## config.mk

```make
export PLATFORM = sky130hd
export DESIGN_NAME = rational_to_ieee_float_flat
export DESIGN_NICKNAME = d
export VERILOG_FILES = /design/src/hdl/r2f_pkg.sv /design/src/hdl/r2f_in_if.sv /design/src/hdl/r2f_out_if.sv /design/src/hdl/rational_to_ieee_float.sv /design/src/hdl/r2f_datapath.sv /design/src/hdl/r2f_ctrl.sv /design/src/flat_wrapper.sv
export SDC_FILE = /design/constraint.sdc
export NUM_CORES = 1
export LEC_CHECK = 0
export ABC_AREA = 1
export ABC_CLOCK_PERIOD_IN_PS = 4760
export BUFFER_PORTS_ARGS = -buffer_cell sky130_fd_sc_hd__buf_2
export CORE_MARGIN = 5
export CORE_UTILIZATION = 55
export CTS_CLUSTER_SIZE = 14
export DETAILED_ROUTE_END_ITERATION = 16
export GPL_TIMING_DRIVEN = 0
export HOLD_SLACK_MARGIN = 0.03
export MAX_ROUTING_LAYER = met4
export PLACE_DENSITY = 0.76
export SETUP_SLACK_MARGIN = 0.5
export SYNTH_ARGS = -nofsm -noshare
export SYNTH_HDL_FRONTEND = slang
export SYNTH_SLANG_ARGS = --single-unit
```

## constraint.sdc

```tcl
create_clock -name i_clk -period 4.76 [get_ports i_clk]
set_clock_uncertainty 0.1 [all_clocks]
set_input_delay 0.476 -clock i_clk [delete_from_list [all_inputs] [get_ports i_clk]]
set_output_delay 0.476 -clock i_clk [all_outputs]
set_load 0.02 [all_outputs]
```

## src/hdl/r2f_pkg.sv

```systemverilog
package r2f_pkg;

    localparam int NumW  = 63;
    localparam int MagW  = 64;
    localparam int BitsW = 64;
    localparam int StatW = 2;
    localparam int ExpW  = 12;
    localparam int QW    = 53;
    localparam int CntW  = 6;

    localparam logic [ExpW-1:0] DblBias = ExpW'(1023);
    localparam logic [ExpW-1:0] SglBias = ExpW'(127);

    localparam logic [CntW-1:0] DblLastBit = CntW'(53 - 1);
    localparam logic [CntW-1:0] SglLastBit = CntW'(24 - 1);

    localparam logic [MagW-1:0] DblLimit = (MagW'(1) << 62) - MagW'(1);
    localparam logic [MagW-1:0] SglLimit = (MagW'(1) << 31) - MagW'(1);

    localparam logic [StatW-1:0] StOk      = 2'd0;
    localparam logic [StatW-1:0] StZeroDen = 2'd1;
    localparam logic [StatW-1:0] StRange   = 2'd2;

    // Commands from the controller to the datapath
    typedef struct packed {
        logic load;
        logic check;
        logic scale_d;
        logic scale_n;
        logic sub_first;
        logic div_step;
        logic pack;
    } t_cmd;

    // Status from the datapath to the controller
    typedef struct packed {
        logic special;
        logic n_ge_2d;
        logic n_lt_d;
        logic div_last;
    } t_sts;

endpackage

```

## src/hdl/r2f_in_if.sv

```systemverilog
interface r2f_in_if;
    logic                         valid;
    logic                         ready;
    logic signed [r2f_pkg::NumW-1:0] numerator;
    logic signed [r2f_pkg::NumW-1:0] denominator;
    logic                         double_precision;

    modport source (output valid, output numerator, output denominator,
                    output double_precision, input ready);
    modport sink   (input valid, input numerator, input denominator,
                    input double_precision, output ready);
endinterface

```

## src/hdl/r2f_out_if.sv

```systemverilog
interface r2f_out_if;
    logic                       valid;
    logic                       ready;
    logic [r2f_pkg::BitsW-1:0]  float_bits;
    logic [r2f_pkg::StatW-1:0]  status;

    modport source (output valid, output float_bits, output status, input ready);
    modport sink   (input valid, input float_bits, input status, output ready);
endinterface

```

## src/hdl/rational_to_ieee_float.sv

```systemverilog
// Signed rational to IEEE-754 converter.
//
// Input channel i_in carries a 63-bit signed numerator and denominator and a
// precision select (1: binary64, 0: binary32 in the low 32 bits). Output
// channel o_out carries the float bit pattern and a status code (ok, zero
// denominator, operand out of range). Both use valid/ready; a transaction
// moves when both are high.
//
// One item is worked at a time. After the input transaction the divisor
// or dividend is normalized, one shift per cycle, then the quotient is
// formed, one restoring-division bit per cycle through a single 65-bit
// subtractor, 53 bits for binary64 or 24 for binary32. Special cases (zero
// operand, out of range) go straight to packing. The next transaction is
// taken the cycle after the result is loaded.
//
// The result sits in an output register, so the next item is accepted
// while a result waits; if the receiver stalls, the following result waits
// in the datapath until the register frees. Reset (synchronous, active low)
// returns the controller to idle and drops any pending result.
module rational_to_ieee_float (
    input  logic       i_clk,
    input  logic       i_rst_n,
    r2f_in_if.sink     i_in,
    r2f_out_if.source  o_out
);

    r2f_pkg::t_cmd cmd;
    r2f_pkg::t_sts sts;

    // sequence the normalize, divide and pack steps
    r2f_ctrl u_ctrl (
        .i_clk       (i_clk),
        .i_rst_n     (i_rst_n),
        .i_in_valid  (i_in.valid),
        .o_in_ready  (i_in.ready),
        .o_out_valid (o_out.valid),
        .i_out_ready (o_out.ready),
        .i_sts       (sts),
        .o_cmd       (cmd)
    );

    // magnitudes, shifter, divider, rounding and result register
    r2f_datapath u_datapath (
        .i_clk              (i_clk),
        .i_rst_n            (i_rst_n),
        .i_cmd              (cmd),
        .o_sts              (sts),
        .i_numerator        (i_in.numerator),
        .i_denominator      (i_in.denominator),
        .i_double_precision (i_in.double_precision),
        .o_float_bits       (o_out.float_bits),
        .o_status           (o_out.status)
    );

    // any error status carries a zero pattern
    a_err_zero: assert property (@(posedge i_clk) disable iff (!i_rst_n)
        o_out.valid && (o_out.status != r2f_pkg::StOk) |-> (o_out.float_bits == '0))
        else $error("error result with nonzero float bits");

    // status code three is never produced
    a_stat_code: assert property (@(posedge i_clk) disable iff (!i_rst_n)
        o_out.valid |-> (o_out.status == r2f_pkg::StOk) ||
                        (o_out.status == r2f_pkg::StZeroDen) ||
                        (o_out.status == r2f_pkg::StRange))
        else $error("undefined status code");

    // a taken transaction makes the block busy on the next cycle
    a_busy: assert property (@(posedge i_clk) disable iff (!i_rst_n)
        i_in.valid && i_in.ready |=> !i_in.ready)
        else $error("input accepted while busy");

endmodule

```

## src/hdl/r2f_datapath.sv

```systemverilog
module r2f_datapath (
    input  logic                              i_clk,
    input  logic                              i_rst_n,
    input  r2f_pkg::t_cmd                     i_cmd,
    output r2f_pkg::t_sts                     o_sts,
    input  logic signed [r2f_pkg::NumW-1:0]   i_numerator,
    input  logic signed [r2f_pkg::NumW-1:0]   i_denominator,
    input  logic                              i_double_precision,
    output logic [r2f_pkg::BitsW-1:0]         o_float_bits,
    output logic [r2f_pkg::StatW-1:0]         o_status
);

    logic [r2f_pkg::MagW-1:0]  r_n, n_n;
    logic [r2f_pkg::MagW-1:0]  r_d, n_d;
    logic [r2f_pkg::ExpW-1:0]  r_e, n_e;
    logic [r2f_pkg::QW-1:0]    r_q, n_q;
    logic [r2f_pkg::CntW-1:0]  r_cnt, n_cnt;
    logic                      r_neg, n_neg;
    logic                      r_dbl, n_dbl;
    logic                      r_zero, n_zero;
    logic [r2f_pkg::StatW-1:0] r_stat, n_stat;
    logic [r2f_pkg::BitsW-1:0] r_bits, n_bits;
    logic [r2f_pkg::StatW-1:0] r_ostat, n_ostat;

    logic [r2f_pkg::MagW-1:0]  num_sx, den_sx, num_mag, den_mag, limit;
    logic [r2f_pkg::MagW:0]    rem2, rem2_diff;
    logic                      rem_ge, out_of_range;
    logic [r2f_pkg::StatW-1:0] chk_stat;
    logic [r2f_pkg::QW-2:0]    qf;
    logic [r2f_pkg::QW-1:0]    q_sum;
    logic                      rnd_up, carry;
    logic [r2f_pkg::ExpW-1:0]  e_fin;
    logic [r2f_pkg::BitsW-1:0] packed_bits;

    // Operand magnitudes
    assign num_sx  = {i_numerator[r2f_pkg::NumW-1], i_numerator};
    assign den_sx  = {i_denominator[r2f_pkg::NumW-1], i_denominator};
    assign num_mag = i_numerator[r2f_pkg::NumW-1]   ? (r2f_pkg::MagW'(0) - num_sx) : num_sx;
    assign den_mag = i_denominator[r2f_pkg::NumW-1] ? (r2f_pkg::MagW'(0) - den_sx) : den_sx;

    // Range and zero checks on the registered magnitudes
    assign limit        = r_dbl ? r2f_pkg::DblLimit : r2f_pkg::SglLimit;
    assign out_of_range = (r_n > limit) || (r_d > limit);
    always_comb begin
        if (out_of_range) begin
            chk_stat = r2f_pkg::StRange;
        end else if (r_d == '0) begin
            chk_stat = r2f_pkg::StZeroDen;
        end else begin
            chk_stat = r2f_pkg::StOk;
        end
    end

    // One restoring division step
    assign rem2      = {r_n, 1'b0};
    assign rem2_diff = rem2 - {1'b0, r_d};
    assign rem_ge    = rem2 >= {1'b0, r_d};

    // Round to nearest even, carry into the exponent
    assign qf     = r_q[r2f_pkg::QW-1:1];
    assign rnd_up = r_q[0] && ((r_n != '0) || qf[0]);
    assign q_sum  = {1'b0, qf} + r2f_pkg::QW'(rnd_up);
    assign carry  = r_dbl ? q_sum[52] : q_sum[23];
    assign e_fin  = r_e + r2f_pkg::ExpW'(carry);

    always_comb begin
        if (r_zero) begin
            packed_bits = '0;
        end else if (r_dbl) begin
            packed_bits = {r_neg, e_fin[10:0], q_sum[51:0]};
        end else begin
            packed_bits = {32'd0, r_neg, e_fin[7:0], q_sum[22:0]};
        end
    end

    assign o_sts.special  = out_of_range || (r_d == '0) || (r_n == '0);
    assign o_sts.n_ge_2d  = {1'b0, r_n} >= {r_d, 1'b0};
    assign o_sts.n_lt_d   = r_n < r_d;
    assign o_sts.div_last = r_cnt == (r_dbl ? r2f_pkg::DblLastBit : r2f_pkg::SglLastBit);

    always_comb begin
        n_n     = r_n;
        n_d     = r_d;
        n_e     = r_e;
        n_q     = r_q;
        n_cnt   = r_cnt;
        n_neg   = r_neg;
        n_dbl   = r_dbl;
        n_zero  = r_zero;
        n_stat  = r_stat;
        n_bits  = r_bits;
        n_ostat = r_ostat;
        if (i_cmd.load) begin
            n_n   = num_mag;
            n_d   = den_mag;
            n_neg = i_numerator[r2f_pkg::NumW-1] ^ i_denominator[r2f_pkg::NumW-1];
            n_dbl = i_double_precision;
            n_e   = i_double_precision ? r2f_pkg::DblBias : r2f_pkg::SglBias;
        end
        if (i_cmd.check) begin
            n_stat = chk_stat;
            n_zero = o_sts.special;
        end
        if (i_cmd.scale_d) begin
            n_d = {r_d[r2f_pkg::MagW-2:0], 1'b0};
            n_e = r_e + r2f_pkg::ExpW'(1);
        end
        if (i_cmd.scale_n) begin
            n_n = {r_n[r2f_pkg::MagW-2:0], 1'b0};
            n_e = r_e - r2f_pkg::ExpW'(1);
        end
        if (i_cmd.sub_first) begin
            n_n   = r_n - r_d;
            n_q   = '0;
            n_cnt = '0;
        end
        if (i_cmd.div_step) begin
            n_n   = rem_ge ? rem2_diff[r2f_pkg::MagW-1:0] : rem2[r2f_pkg::MagW-1:0];
            n_q   = {r_q[r2f_pkg::QW-2:0], rem_ge};
            n_cnt = r_cnt + r2f_pkg::CntW'(1);
        end
        if (i_cmd.pack) begin
            n_bits  = packed_bits;
            n_ostat = r_stat;
        end
    end

    always_ff @(posedge i_clk) begin
        if (!i_rst_n) begin
            r_cnt <= '0;
        end else begin
            r_cnt <= n_cnt;
        end
        r_n     <= n_n;
        r_d     <= n_d;
        r_e     <= n_e;
        r_q     <= n_q;
        r_neg   <= n_neg;
        r_dbl   <= n_dbl;
        r_zero  <= n_zero;
        r_stat  <= n_stat;
        r_bits  <= n_bits;
        r_ostat <= n_ostat;
    end

    assign o_float_bits = r_bits;
    assign o_status     = r_ostat;

    // the divisor must already be normalized against the dividend
    a_norm: assert property (@(posedge i_clk) disable iff (!i_rst_n)
        i_cmd.sub_first |-> (r_n >= r_d) && ({1'b0, r_n} < {r_d, 1'b0}))
        else $error("dividend not normalized at division start");

    // the partial remainder stays below the divisor
    a_rem: assert property (@(posedge i_clk) disable iff (!i_rst_n)
        i_cmd.div_step |=> (r_n < r_d))
        else $error("partial remainder not below divisor");

endmodule

```

## src/hdl/r2f_ctrl.sv

```systemverilog
module r2f_ctrl (
    input  logic          i_clk,
    input  logic          i_rst_n,
    input  logic          i_in_valid,
    output logic          o_in_ready,
    output logic          o_out_valid,
    input  logic          i_out_ready,
    input  r2f_pkg::t_sts i_sts,
    output r2f_pkg::t_cmd o_cmd
);

    typedef enum logic [2:0] {
        S_IDLE,
        S_CHECK,
        S_SCALE_D,
        S_SCALE_N,
        S_DIV,
        S_PACK
    } t_state;

    t_state r_state, n_state;
    logic   r_out_valid, n_out_valid;

    always_comb begin
        n_state     = r_state;
        n_out_valid = r_out_valid && !i_out_ready;
        o_cmd       = '0;
        unique case (r_state)
            S_IDLE: begin
                if (i_in_valid) begin
                    o_cmd.load = 1'b1;
                    n_state    = S_CHECK;
                end
            end
            S_CHECK: begin
                o_cmd.check = 1'b1;
                n_state     = i_sts.special ? S_PACK : S_SCALE_D;
            end
            S_SCALE_D: begin
                if (i_sts.n_ge_2d) begin
                    o_cmd.scale_d = 1'b1;
                end else begin
                    n_state = S_SCALE_N;
                end
            end
            S_SCALE_N: begin
                if (i_sts.n_lt_d) begin
                    o_cmd.scale_n = 1'b1;
                end else begin
                    o_cmd.sub_first = 1'b1;
                    n_state         = S_DIV;
                end
            end
            S_DIV: begin
                o_cmd.div_step = 1'b1;
                if (i_sts.div_last) begin
                    n_state = S_PACK;
                end
            end
            S_PACK: begin
                if (!r_out_valid || i_out_ready) begin
                    o_cmd.pack  = 1'b1;
                    n_out_valid = 1'b1;
                    n_state     = S_IDLE;
                end
            end
            default: n_state = S_IDLE;
        endcase
    end

    always_ff @(posedge i_clk) begin
        if (!i_rst_n) begin
            r_state     <= S_IDLE;
            r_out_valid <= 1'b0;
        end else begin
            r_state     <= n_state;
            r_out_valid <= n_out_valid;
        end
    end

    assign o_in_ready  = (r_state == S_IDLE);
    assign o_out_valid = r_out_valid;

endmodule

```

## src/flat_wrapper.sv

```systemverilog
// flat-port wrapper written by rule: the top's interface ports become plain ports
module rational_to_ieee_float_flat 
  (i_clk, i_rst_n, i_in_valid, i_in_numerator, i_in_denominator, i_in_double_precision, i_in_ready, o_out_valid, o_out_float_bits, o_out_status, o_out_ready);
  r2f_in_if i_in_i ();
  r2f_out_if o_out_i ();
  input  logic i_clk;
  input  logic i_rst_n;
  input wire logic [$bits(i_in_i.valid)-1:0] i_in_valid;
  input wire logic [$bits(i_in_i.numerator)-1:0] i_in_numerator;
  input wire logic [$bits(i_in_i.denominator)-1:0] i_in_denominator;
  input wire logic [$bits(i_in_i.double_precision)-1:0] i_in_double_precision;
  output wire logic [$bits(i_in_i.ready)-1:0] i_in_ready;
  output wire logic [$bits(o_out_i.valid)-1:0] o_out_valid;
  output wire logic [$bits(o_out_i.float_bits)-1:0] o_out_float_bits;
  output wire logic [$bits(o_out_i.status)-1:0] o_out_status;
  input wire logic [$bits(o_out_i.ready)-1:0] o_out_ready;
  assign i_in_i.valid = i_in_valid;
  assign i_in_i.numerator = i_in_numerator;
  assign i_in_i.denominator = i_in_denominator;
  assign i_in_i.double_precision = i_in_double_precision;
  assign i_in_ready = i_in_i.ready;
  assign o_out_valid = o_out_i.valid;
  assign o_out_float_bits = o_out_i.float_bits;
  assign o_out_status = o_out_i.status;
  assign o_out_i.ready = o_out_ready;
  rational_to_ieee_float u_core (.i_clk(i_clk), .i_rst_n(i_rst_n), .i_in(i_in_i), .o_out(o_out_i));
endmodule
```

==> results.md <==
- The worst slack after detailed placement is -0.0281 ns.
- The length of the first detailed-routing pass in iterations is 6.
- The via total after detailed routing is 37.5k.
- The number of distinct library cells after synthesis is 60.
- The die covers 0.0636 sq mm.
- The number of routed nets with antenna violations is 0.
- The power per unit of standard cell area is 779 mW/mm^2.
- The clock latency at the later pin of the worst-skew pair is 0.62 ns.
- The pin slew with the least headroom to its limit is 1.38 ns.
- The number of buffers on the longest clock path is 3.
- Of the available clock period, the critical path in the final layout requires 0.911.
- In this run the horizontal extent of the chip is 252 um.
- The timing-limited maximum frequency is 231 MHz.
- Global routing finished with a remaining overflow of 0.
- In this run, synthesis produced a sequential element count of 273.
- The per-cell via count in the routed design is 6.14.
- The number of global-route vias before repair is 33.9k.
- In this run the worst hold path is classified as input pin to register.
- The number of cells on the worst hold path is 4.
- The startpoint of the worst-slack reg-to-reg timing path is u_core.u_datapath.r_d[31]$_DFFE_PP_.
- met2 is the most crowded layer.
- The count of final setup violators is 0.
- The cell at the root of the clock tree is clkbuf_16.
- The initial detailed-routing violation count is 5514.
- The final-report max-slew violation count is 0.
- The main combinational cell family by area after synthesis is simple AND/OR/NAND/NOR gates.
- The area growth from synthesis to layout is 9.84%.
- The share of final-layout standard cells stronger than drive strength 1 is 0.0683.
- The first global-routing pass estimated 203 mm of wire.
- In this run the static leakage power is 16.2 nW.
- After clock tree synthesis, the clock-pin slew on the worst setup and hold paths is 0.07 ns.
- The maximum level of the CTS H-tree is 1.
- After the last flow step, the layout net total stands at 5711.
- STA puts the critical path data required time at 5.03 ns.
- The critical setup path kind is register to register.
- In the global route stage, overall resource usage came out at 0.429.
- The time the final worst path needs with I/O delays and setup is 4.34 ns.
- Entering global routing, the biggest net connects 72 pins.
- The setup slack of the critical path after layout is 0.422 ns.
- The path with the worst hold slack has its endpoint at u_core.u_ctrl.o_out_valid$_SDFF_PN0_.
- Setup repair after global routing could not meet its margin everywhere.
- The number of cells on the worst reg-to-reg path is 17.
- The tree built by TritonCTS fans out to 273 sinks.
- After synthesis the cells add up to 0.0323 sq mm.
- The completed layout was analyzed and its total power is 27.6 mW.
- The setup slack of the worst register-to-register path is 0.42 ns.
- At the end of routability-driven placement, the weighted congestion stood at 1.18.
- Of all flip-flops after synthesis, the portion carrying an async set or reset was 0.
- The count of buffers added on input and output ports is 197.
- The core footprint is 0.0579 sq mm.
- The total length of routed wires is 141 mm.
- The initial antenna violation count is 4.
- The share of cell area taken by muxes after synthesis is 0.
- Data arrives at the worst endpoint at 4.61 ns.
- The startpoint class of the critical path is a register.
- Measured along the y axis, the die boundary spans 252 um.
- The worst ir drop on vdd is 0.000606 V.
- The number of placed I/O pins is 199.
- The run finished with clean final reports.
- TritonCTS built the clock tree.
- For met1 alone, demand over resource in global routing was 0.546.
- The area share of xor/xnor cells in the synthesized design is 0.0464.
- The sequential share of the synthesized area is 0.251.
- Averaged over all synthesized cells, the footprint is 6.35 sq um.
- The floorplan has 88 rows.
- Hold is met by 0.124 ns.
- The gate count after technology mapping is 5079.
- The initial core utilization is 0.557.
- Buffers inserted during clock tree synthesis total 30.
- Of the total synthesized cell area, the portion taken by full adders, half adders and majority gates is 0.102.
- The startpoint identified for the worst hold timing path is o_out_ready.
- The complex-gate fraction of the synthesized area is 0.128.
- The library cells used most frequently in the layout, excluding fill and tap cells, are nand2_1 (1280), inv_1 (746), nor2_1 (666).
- The post-layout instance count excluding filler cells is 6115.
- The library cell used most frequently in the layout, excluding fill and tap cells, is nand2_1.
- The sort of element at the end of the critical path is a register.
- The global routing met2 resource utilization is 0.638.
- The number of nets in the synthesized netlist is 5473.
- The most used flip-flop cell after synthesis is edfxtp_1.
- The number of cells in the design after placement is 6045.
- For this run, the number of Yosys warnings is 0.
- The worst pin sits at a relative slew slack of 0.0701.
- The reported max-cap violation count is 0.
- The number of endpoints with negative hold slack in the final report is 0.
- The DRC violations left is 0.
- The HPWL reported at the end of detailed placement is 117 mm.
- The number of enable flip-flop cells after synthesis is 262.
- In this run the worst path has a maximum fanout of 10.
- Of the total synthesized cell area, the portion taken by AND, OR, NAND and NOR gates is 0.368.
- For this run, global-route usage on met3 was measured as 0.119.
- The worst flop-to-flop path endpoint is u_core.u_datapath.r_n[40]$_DFFE_PP_.
- The average wire length per cell after detail routing is 23.0 um.
- The setup TNS is 0 ns.
## cells by family (layout without fill, tap and decap cells)
kind of cell | count (synthesis) | after routing
AND/OR/NAND/NOR | 2755 | 2755
buffers and inverters | 863 | 1125
AO/OA/AOI/OAI | 754 | 754
flip-flops | 273 | 273
adder cells (fa/ha/maj) | 263 | 263
XOR/XNOR | 171 | 171
other | 0 | 9
## worst max-delay path by stage
stage                                           startpoint                                                to  slack, ns  cells past startpoint
floorplan                u_core.u_datapath.r_dbl$_DFFE_PP_             u_core.u_ctrl.r_state[0]$_SDFFE_PN0P_       0.89                     14
global placement         u_core.u_datapath.r_dbl$_DFFE_PP_             u_core.u_ctrl.r_state[2]$_SDFFE_PN0P_      -0.62                     14
detailed placement     u_core.u_datapath.r_d[31]$_DFFE_PP_                u_core.u_datapath.r_e[8]$_DFFE_PP_      -0.03                     12
CTS                 u_core.u_datapath.r_q[0]$_SDFFCE_PN0P_  u_core.u_datapath.o_float_bits[29]$_SDFFCE_PP0P_       0.53                     20
global route        u_core.u_datapath.r_q[0]$_SDFFCE_PN0P_  u_core.u_datapath.o_float_bits[30]$_SDFFCE_PP0P_       0.28                     21
finish                 u_core.u_datapath.r_d[31]$_DFFE_PP_               u_core.u_datapath.r_n[40]$_DFFE_PP_       0.42                     17
## worst max-delay path: stages, from the launching register on
cell	delay (ns)
edfxtp_1	0.43
inv_1	0.19
ha_1	0.42
nand2_1	0.17
nor2_2	0.18
inv_2	0.13
nor2_2	0.46
and3_1	0.26
nand2_2	0.07
nand2_4	0.18
nand2_4	0.14
nand2_8	0.17
nand2_4	0.12
buf_2	0.32
a21oi_1	0.37
nor2_1	0.18
nand2_1	0.14
nand2_1	0.06
## cells in the mapped netlist, drive strengths merged, types with 27 or more instances
library cell  number  area share
a21oi            323       0.050
buf               43      0.0085
clkbuf            61      0.0071
edfxtp           262        0.24
ha               261        0.10
inv              758       0.088
nand2           1294        0.15
nand3            433       0.068
nand4            136       0.027
nor2             689       0.083
nor3             103       0.017
nor4              40      0.0080
o211ai            39      0.0091
o21ai            284       0.044
o22ai             27      0.0052
xnor2             53       0.014
xor2             118       0.032
## sequential cells by signal, indices dropped and copies added, names as in the netlist
register and count:
u_core.u_ctrl.o_out_valid 1, u_core.u_ctrl.r_state 3, u_core.u_datapath.o_float_bits 64, u_core.u_datapath.o_status 2
u_core.u_datapath.r_cnt 6, u_core.u_datapath.r_d 64, u_core.u_datapath.r_dbl 1, u_core.u_datapath.r_e 11
u_core.u_datapath.r_n 64, u_core.u_datapath.r_neg 1, u_core.u_datapath.r_q 53, u_core.u_datapath.r_stat 2
u_core.u_datapath.r_zero 1
## area by class of cell
type / count / area (sq um)
Antenna cell: 9 / 22.5
Buffer: 104 / 514
Clock buffer: 42 / 816
Clock inverter: 14 / 180
Fill cell: 5667 / 22500
Inverter: 759 / 2860
Multi-Input combinational cell: 3943 / 20900
Sequential cell: 273 / 8090
Tap cell: 765 / 957
Timing Repair Buffer: 206 / 1110
## what timing repair did
item,4_1_cts,5_1_grt
setup endpoints to repair,49,99
buffers inserted,0,3
hold buffers,2,0
hold endpoints to repair,4,0
pin swaps,0,4
gates resized for setup,5,18
## per-layer routing
layer,vias to the layer above,share of wire
li1,17400,-
met2,2506,0.42
met1,17100,0.39
met4,0,0.062
met5,-,0
met3,513,0.13
## power breakdown
| group | switching [mW] | internal [mW] | total (mW) |
|---|---|---|---|
| Combinational | 14.1 | 5.89 | 20.0 |
| Sequential | 1.27 | 3.85 | 5.12 |
| Clock | 1.07 | 1.37 | 2.43 |
| Total | 16.5 | 11.1 | 27.6 |
## per-stage QoR
| stage | utilization | instance area (sq um) |
|---|---|---|
| 4_1_cts | 0.610 | 35300 |
| 6_report | 0.612 | 35400 |
| 3_3_place_gp | 0.590 | 34200 |
| 5_1_grt | 0.611 | 35400 |
| 3_5_place_dp | 0.592 | 34300 |
| 2_1_floorplan | - | 32300 |
(Power assumes the default switching activity.)
